--- config.mk ---
export PLATFORM = sky130hd
export DESIGN_NAME = rdq_cell
export DESIGN_NICKNAME = d
export VERILOG_FILES = /design/src/rtl/rdq_pkg.sv /design/src/rtl/rdq_cell.sv
export SDC_FILE = /design/constraint.sdc
export NUM_CORES = 1
export LEC_CHECK = 0
export BUFFER_PORTS_ARGS = -buffer_cell sky130_fd_sc_hd__buf_4
export CAP_MARGIN = 20
export CORE_MARGIN = 2
export CORE_UTILIZATION = 35
export CTS_CLUSTER_DIAMETER = 30
export CTS_CLUSTER_SIZE = 24
export DETAILED_ROUTE_END_ITERATION = 6
export GPL_TIMING_DRIVEN = 1
export PLACE_DENSITY_LB_ADDON = 0.3
export SLEW_MARGIN = 20
export SYNTH_ARGS = -nofsm -noshare
export SYNTH_HDL_FRONTEND = slang
export SYNTH_SLANG_ARGS = --single-unit
export TNS_END_PERCENT = 1
--- constraint.sdc ---
create_clock -name i_clk -period 5.47 [get_ports i_clk]
set_input_delay 0.2735 -clock i_clk [delete_from_list [all_inputs] [get_ports i_clk]]
set_output_delay 0.2735 -clock i_clk [all_outputs]
set_load 0.02 [all_outputs]
--- src/rtl/rdq_pkg.sv ---
// Package for the reversible deque: sizes, command and status codes, state and cell control types.
package rdq_pkg;

    localparam int DEPTH   = 1024;
    localparam int WORD_W  = 32;
    localparam int GROUP   = 32;
    localparam int NGROUPS = (DEPTH + GROUP - 1) / GROUP;
    localparam int CMD_W   = 3;
    localparam int STAT_W  = 2;
    localparam int IN_W    = ((CMD_W + WORD_W + 7) / 8) * 8;
    localparam int OUT_W   = ((STAT_W + WORD_W + 7) / 8) * 8;

    typedef logic signed [WORD_W-1:0] t_word;

    typedef enum logic [CMD_W-1:0] {
        CMD_PUSH_FRONT = 3'd0,
        CMD_POP_FRONT  = 3'd1,
        CMD_POP_BACK   = 3'd2,
        CMD_REVERSE    = 3'd3,
        CMD_PUSH_BACK  = 3'd4
    } t_cmd;

    typedef enum logic [STAT_W-1:0] {
        STAT_OK    = 2'd0,
        STAT_EMPTY = 2'd1,
        STAT_FULL  = 2'd2
    } t_status;

    typedef enum logic {
        S_IDLE,
        S_GATHER
    } t_state;

    // Broadcast to every cell of the chain.
    typedef struct packed {
        logic  shift_r;    // push at cell 0, everything moves one cell up
        logic  shift_l;    // pop at cell 0, everything moves one cell down
        logic  put_back;   // first free cell takes the value
        logic  take_back;  // last used cell is released
        t_word value;
    } t_cell_ctl;

endpackage

--- src/rtl/rdq_cell.sv ---
// One storage cell of the deque chain: a word and its occupancy bit.
module rdq_cell (
    input  logic              i_clk,
    input  logic              i_rst_n,
    input  rdq_pkg::t_cell_ctl i_ctl,
    input  rdq_pkg::t_word    i_left_data,
    input  logic              i_left_used,
    input  rdq_pkg::t_word    i_right_data,
    input  logic              i_right_used,
    output rdq_pkg::t_word    o_data,
    output logic              o_used,
    output logic              o_last
);
    import rdq_pkg::*;

    t_word r_data;
    t_word n_data;
    logic  r_used;
    logic  n_used;

    always_comb begin
        n_data = r_data;
        n_used = r_used;
        if (i_ctl.shift_r) begin
            n_data = i_left_data;
            n_used = i_left_used;
        end else if (i_ctl.shift_l) begin
            n_data = i_right_data;
            n_used = i_right_used;
        end else if (i_ctl.put_back && !r_used && i_left_used) begin
            n_data = i_ctl.value;
            n_used = 1'b1;
        end else if (i_ctl.take_back && r_used && !i_right_used) begin
            n_used = 1'b0;
        end
    end

    always_ff @(posedge i_clk) begin
        if (!i_rst_n) begin
            r_used <= 1'b0;
        end else begin
            r_used <= n_used;
        end
    end

    always_ff @(posedge i_clk) begin
        r_data <= n_data;
    end

    assign o_data = r_data;
    assign o_used = r_used;
    assign o_last = r_used && !i_right_used;

endmodule

Word-level counts from Yosys, hierarchy flattened:

Cells that the tools add are included.

* reductions and logical operators: 9
* muxes and demuxes: 7

Operators by type and width (number)
* $mux W32: 3
* $logic_and A1 B1 Y1: 5
* $mux W1: 4
* $reduce_bool A4 Y1: 1
* $reduce_bool A3 Y1: 1
* $logic_not A1 Y1: 2

* register bits: 33
* output and inout bits: 34
* bits of input ports: 104

Longest topological paths before layout:

* depth after elaboration: 6
* gate-level depth with buffers: 4

Worst setup path before layout:

OpenSTA, ideal clock, no wires.

* path type: reg-to-reg
* from: register r_used, in the netlist o_used
* to: register r_data[0], in the netlist o_data[0] (enable)
* setup slack: 3138 ps
* stages on the path, launching flop included: 2
* setup time: 427 ps
* data arrival time: 1905 ps
* clock period less this slack: 2332 ps
* cells stage by stage: dfxtp_1 o21ai_1

* word-level cells in the longest chain between the ends: 4

RTL lines
* start: declaration: line rdq_cell.sv:18 `logic r_used;`
* start signal: assignment: line rdq_cell.sv:42 `r_used <= n_used;`
* $logic_not A1 Y1: line rdq_cell.sv:30 `end else if (i_ctl.put_back && !r_used && i_left_used) begin`
* $logic_and A1 B1 Y1 (2 in a row): line rdq_cell.sv:30
* $reduce_bool A3 Y1 (no source line)
* end signal: assignment: line rdq_cell.sv:47 `r_data <= n_data;`
* end: declaration: line rdq_cell.sv:16 `t_word r_data;`

No other way between the ends.
A chain may end at the register's enable or synchronous reset.

Worst setup path in the final report:

* from: register r_used, in the netlist o_used
* to: register r_data[15], in the netlist o_data[15] (enable)

The elaborated chain is that of the path after synthesis.

==> report_table.html <==
<table>
<tr><th>Metric</th><th>Value</th></tr>
<tr><th colspan="2">Worst setup path</th></tr>
<tr><td>Critical Path End Type</td><td>flip-flop</td></tr>
<tr><td>Worst-path cell chain</td><td>o21ai_4</td></tr>
<tr><td>Arrival time at the worst endpoint</td><td>1.45 ns</td></tr>
<tr><td>Family of cells with the greatest summed delay on the critical path</td><td>compound AO/OA/AOI/OAI gates</td></tr>
<tr><td>Slowest stage cell, crit path</td><td>sky130_fd_sc_hd__o21ai_4</td></tr>
<tr><td>Worst Path Buf+Inv</td><td>0</td></tr>
<tr><td>Biggest cell delay along the critical path</td><td>0.81 ns</td></tr>
<tr><td>Critical path fanouts, max</td><td>33</td></tr>
<tr><td>Type of the worst setup path</td><td>reg -&gt; reg</td></tr>
<tr><td>Worst EP required</td><td>between 5 and 6 ns</td></tr>
<tr><td>Startpoint types</td><td>flip-flop</td></tr>
<tr><th colspan="2">Synthesis</th></tr>
<tr><td>Synthesis warning total</td><td>0</td></tr>
<tr><td>Net count after synthesis</td><td>254</td></tr>
<tr><td>Number of distinct standard cells referenced by the synthesized netlist</td><td>16</td></tr>
<tr><td>Fraction of synthesized area in multiplexers</td><td>between 10% and 20%</td></tr>
<tr><td>Main combinational cell family by area after synthesis</td><td>multiplexers</td></tr>
<tr><td>Area share of fa/ha/maj cells after synthesis</td><td>0%</td></tr>
<tr><td>Post-synthesis share of cell area spent on xor and xnor gates</td><td>0%</td></tr>
<tr><td>Cell count after synthesis</td><td>150</td></tr>
<tr><td>Complex-gate fraction of the synthesized area</td><td>10.8%</td></tr>
<tr><td>Synth Area per Inst</td><td>11.6 um2</td></tr>
<tr><td>Post-synthesis instance area</td><td>1750 um2</td></tr>
<tr><td>Post-synthesis share of cell area spent on and, or, nand and nor gates</td><td>8.24%</td></tr>
<tr><td>Count of state elements after synthesis</td><td>33</td></tr>
<tr><td>Sequential cell area fraction in the yosys report</td><td>56.2%</td></tr>
<tr><th colspan="2">Power</th></tr>
<tr><td>Proportion of total power due to net switching</td><td>25.0%</td></tr>
<tr><td>Power density normalized to cell area</td><td>between 200 and 250 nW/um2</td></tr>
<tr><td>Leak pwr</td><td>1.38 nW</td></tr>
<tr><td>Internal power</td><td>507 uW</td></tr>
<tr><td>Highest ir drop seen on vdd</td><td>121 uV</td></tr>
<tr><td>Clock share of power</td><td>26.8%</td></tr>
<tr><td>Fraction of power consumed by combinational cells</td><td>26.5%</td></tr>
<tr><td>Pwr Total</td><td>675 uW</td></tr>
<tr><td>NetSw</td><td>169 uW</td></tr>
<tr><td>Sequential fraction of design power</td><td>46.7%</td></tr>
<tr><th colspan="2">Min path</th></tr>
<tr><td>Type of the most critical hold path</td><td>in -&gt; reg</td></tr>
<tr><th colspan="2">Drt</th></tr>
<tr><td>1st-iter DRT viols</td><td>43</td></tr>
<tr><td>Overall via count from detail_route</td><td>1,587</td></tr>
<tr><td>Routed met1 length</td><td>roughly 1700 um</td></tr>
<tr><td>Number of nets still failing antenna checks after routing</td><td>0</td></tr>
<tr><td>Vias per cell</td><td>4.52</td></tr>
<tr><td>Total met3 wirelength after detailed routing</td><td>around 570 um</td></tr>
<tr><td>Max layer used</td><td>met4</td></tr>
<tr><td>Met2 WL</td><td>roughly 2100 um</td></tr>
<tr><td>Mean routed wirelength per cell</td><td>12.5 um</td></tr>
<tr><td>Drt total wl</td><td>4390 um</td></tr>
<tr><td>Number of iterations in the first detailed-routing pass</td><td>4</td></tr>
<tr><td>Post-route DRC</td><td>0</td></tr>
<tr><th colspan="2">Placement</th></tr>
<tr><td>Detailed-placement wirelength estimate</td><td>around 3300 um</td></tr>
<tr><td>Port Buf Inserts</td><td>roughly 140</td></tr>
<tr><td>Final RePlAce weighted congestion</td><td>0.687</td></tr>
<tr><th colspan="2">Run</th></tr>
<tr><td>Maximum Capacitance Violations</td><td>0</td></tr>
<tr><th colspan="2">STA</th></tr>
<tr><td>Max-slew violations</td><td>0</td></tr>
<tr><td>Share of the clock period used by the worst path</td><td>28.4%</td></tr>
<tr><td>Maximum achievable frequency</td><td>643 MHz</td></tr>
<tr><td>Final setup viols</td><td>0</td></tr>
<tr><td>Total negative setup slack</td><td>0 ns</td></tr>
<tr><td>Final critical delay including setup and external delays</td><td>approximately 1.6 ns</td></tr>
<tr><td>Final Hold Violating Endpoints</td><td>0</td></tr>
<tr><td>Max-Slew Margin vs Limit</td><td>32.2%</td></tr>
<tr><td>Largest clock skew in the final design</td><td>0.00486 ns</td></tr>
<tr><td>Unrepaired setup endpoints after global routing</td><td>no</td></tr>
<tr><td>Actual slew at the worst max-slew pin</td><td>1.01 ns</td></tr>
<tr><th colspan="2">Layout</th></tr>
<tr><td>Multi-input gate area</td><td>roughly 660 um2</td></tr>
<tr><td>Area grow syn2layout</td><td>63.3%</td></tr>
<tr><td>Most frequent standard cell in the layout excluding fill and tap cells</td><td>sky130_fd_sc_hd__buf_4</td></tr>
<tr><td>Highest-count cells in the layout ignoring fill and taps</td><td>sky130_fd_sc_hd__buf_4 (137), sky130_fd_sc_hd__nand2_1 (34), sky130_fd_sc_hd__mux2i_1 (32), sky130_fd_sc_hd__edfxtp_1 (32), sky130_fd_sc_hd__o21ai_1 (30)</td></tr>
<tr><td>Util after Layout</td><td>59.9%</td></tr>
<tr><td>Storage element area</td><td>around 980 um2</td></tr>
<tr><td>Net count reported at finish</td><td>387</td></tr>
<tr><td>Share of final-layout standard cells stronger than drive strength 1</td><td>50.7%</td></tr>
<tr><td>N_diodes</td><td>0</td></tr>
<tr><td>Fill cells</td><td>431</td></tr>
<tr><th colspan="2">Clocking</th></tr>
<tr><td>TritonCTS clock tree</td><td>built</td></tr>
<tr><td>Post-cts hold buffer count</td><td>0</td></tr>
<tr><td>CTS root buffer</td><td>sky130_fd_sc_hd__clkbuf_8</td></tr>
<tr><td>Clock transition at the register clock pins on the worst setup and hold paths after CTS</td><td>approximately 0.06 ns</td></tr>
<tr><td>Clock sink count</td><td>33</td></tr>
<tr><td>Worst skew pair latency</td><td>0.28 ns</td></tr>
<tr><td>Post-CTS setup-driven buffer insertion count</td><td>0</td></tr>
<tr><td>Buffers from clock root to sink, at most</td><td>2</td></tr>
<tr><td>Number of clock buffers inserted by TritonCTS</td><td>5</td></tr>
<tr><td>Count of cells resized by post-cts repair</td><td>0</td></tr>
<tr><td>Deepest level of the CTS H-tree</td><td>2</td></tr>
<tr><th colspan="2">GRT</th></tr>
<tr><td>Wire length of the first global-routing pass</td><td>6300 um</td></tr>
<tr><td>Initial antenna violation count</td><td>0</td></tr>
<tr><td>Via count of the first global-routing pass</td><td>1,461</td></tr>
<tr><td>Total grt overflow</td><td>0</td></tr>
<tr><td>Global-route total usage across every layer</td><td>15.7%</td></tr>
<tr><td>Maximum number of pins on one net before global-route repair</td><td>68</td></tr>
<tr><th colspan="2">Floorplanning</th></tr>
<tr><td>Die ar.</td><td>5570 um2</td></tr>
<tr><td>Die span in y</td><td>74.6 um</td></tr>
<tr><td>Die X</td><td>74.6 um</td></tr>
<tr><td>Num rows</td><td>25</td></tr>
<tr><td>I/O pin count</td><td>between 100 and 150</td></tr>
<tr><td>Placeable core region</td><td>4750 um2</td></tr>
<tr><td>Effective utilization at floorplan</td><td>36.7%</td></tr>
<tr><th colspan="2">Status</th></tr>
<tr><td>Status</td><td>finished clean</td></tr>
</table>
metrics by stage:
step | hold slack (ns) | instance area (um2) | setup slack [ns] | instances
6_report | 0.228 | 2850 | 3.91 | 351
5_1_grt | 0.205 | 2850 | 3.83 | 351
4_1_cts | 0.219 | 2850 | 3.88 | 351
3_5_place_dp | 0.511 | 2760 | 3.74 | 343
3_3_place_gp | 0.499 | 2760 | 3.78 | 343
2_1_floorplan | 0.407 | 1750 | 3.14 | 150
worst paths after layout:
check	start	cells after the start	slack [ns]	to
worst min register to register	o_used$_SDFFE_PN0P_	2	0.73	o_used$_SDFFE_PN0P_
worst max register to register	o_used$_SDFFE_PN0P_	1	3.91	o_data[15]$_DFFE_PP_
worst max-delay path	o_used$_SDFFE_PN0P_	1	3.91	o_data[15]$_DFFE_PP_
worst min-delay path	i_rst_n	2	0.23	o_used$_SDFFE_PN0P_
registers in the layout (all words and copies together) (netlist names):
register	flops
o_used	1
o_data	32
metal layers:
layer / vias up / track usage (%)
li1: 805 / -
met1: 688 / 17.1
met2: 90 / 25.8
met3: 4 / 8.43
met4: 0 / 5.95
met5: - / 0
synth_stat cells, drive strengths merged:
| cell | instances | area [um2] |
|---|---|---|
| a21boi | 1 | 7.51 |
| buf | 9 | 101 |
| clkbuf | 2 | 7.51 |
| dfxtp | 1 | 20.0 |
| edfxtp | 32 | 961 |
| inv | 1 | 3.75 |
| mux2i | 32 | 320 |
| nand2 | 34 | 128 |
| nor2 | 1 | 3.75 |
| nor2b | 2 | 12.5 |
| o211a | 1 | 10.0 |
| o21ai | 34 | 170 |
final cells by class:
class                           instances  share of cell area (%)
Clock buffer                            8                    3.16
Inverter                                1                   0.132
Multi-Input combinational cell        105                    23.3
Sequential cell                        33                    34.4
Tap cell                               67                    2.94
Timing Repair Buffer                  137                    36.1
logic make-up (layout without fill, tap and decap cells):
kind of cell	Yosys count	after routing
buffers and inverters	12	146
AND/OR/NAND/NOR	37	37
multiplexers	32	32
AO/OA/AOI/OAI	36	36
flip-flops	33	33
power groups by stage:
stage,Sequential [mW],Combinational [mW],Clock (mW)
floorplan,0.354,0.0514,0
global placement,0.319,0.179,0
detailed placement,0.321,0.181,0
CTS,0.316,0.181,0.190
global route,0.318,0.193,0.203
finish,0.315,0.179,0.181
(Power assumes the default switching activity.)
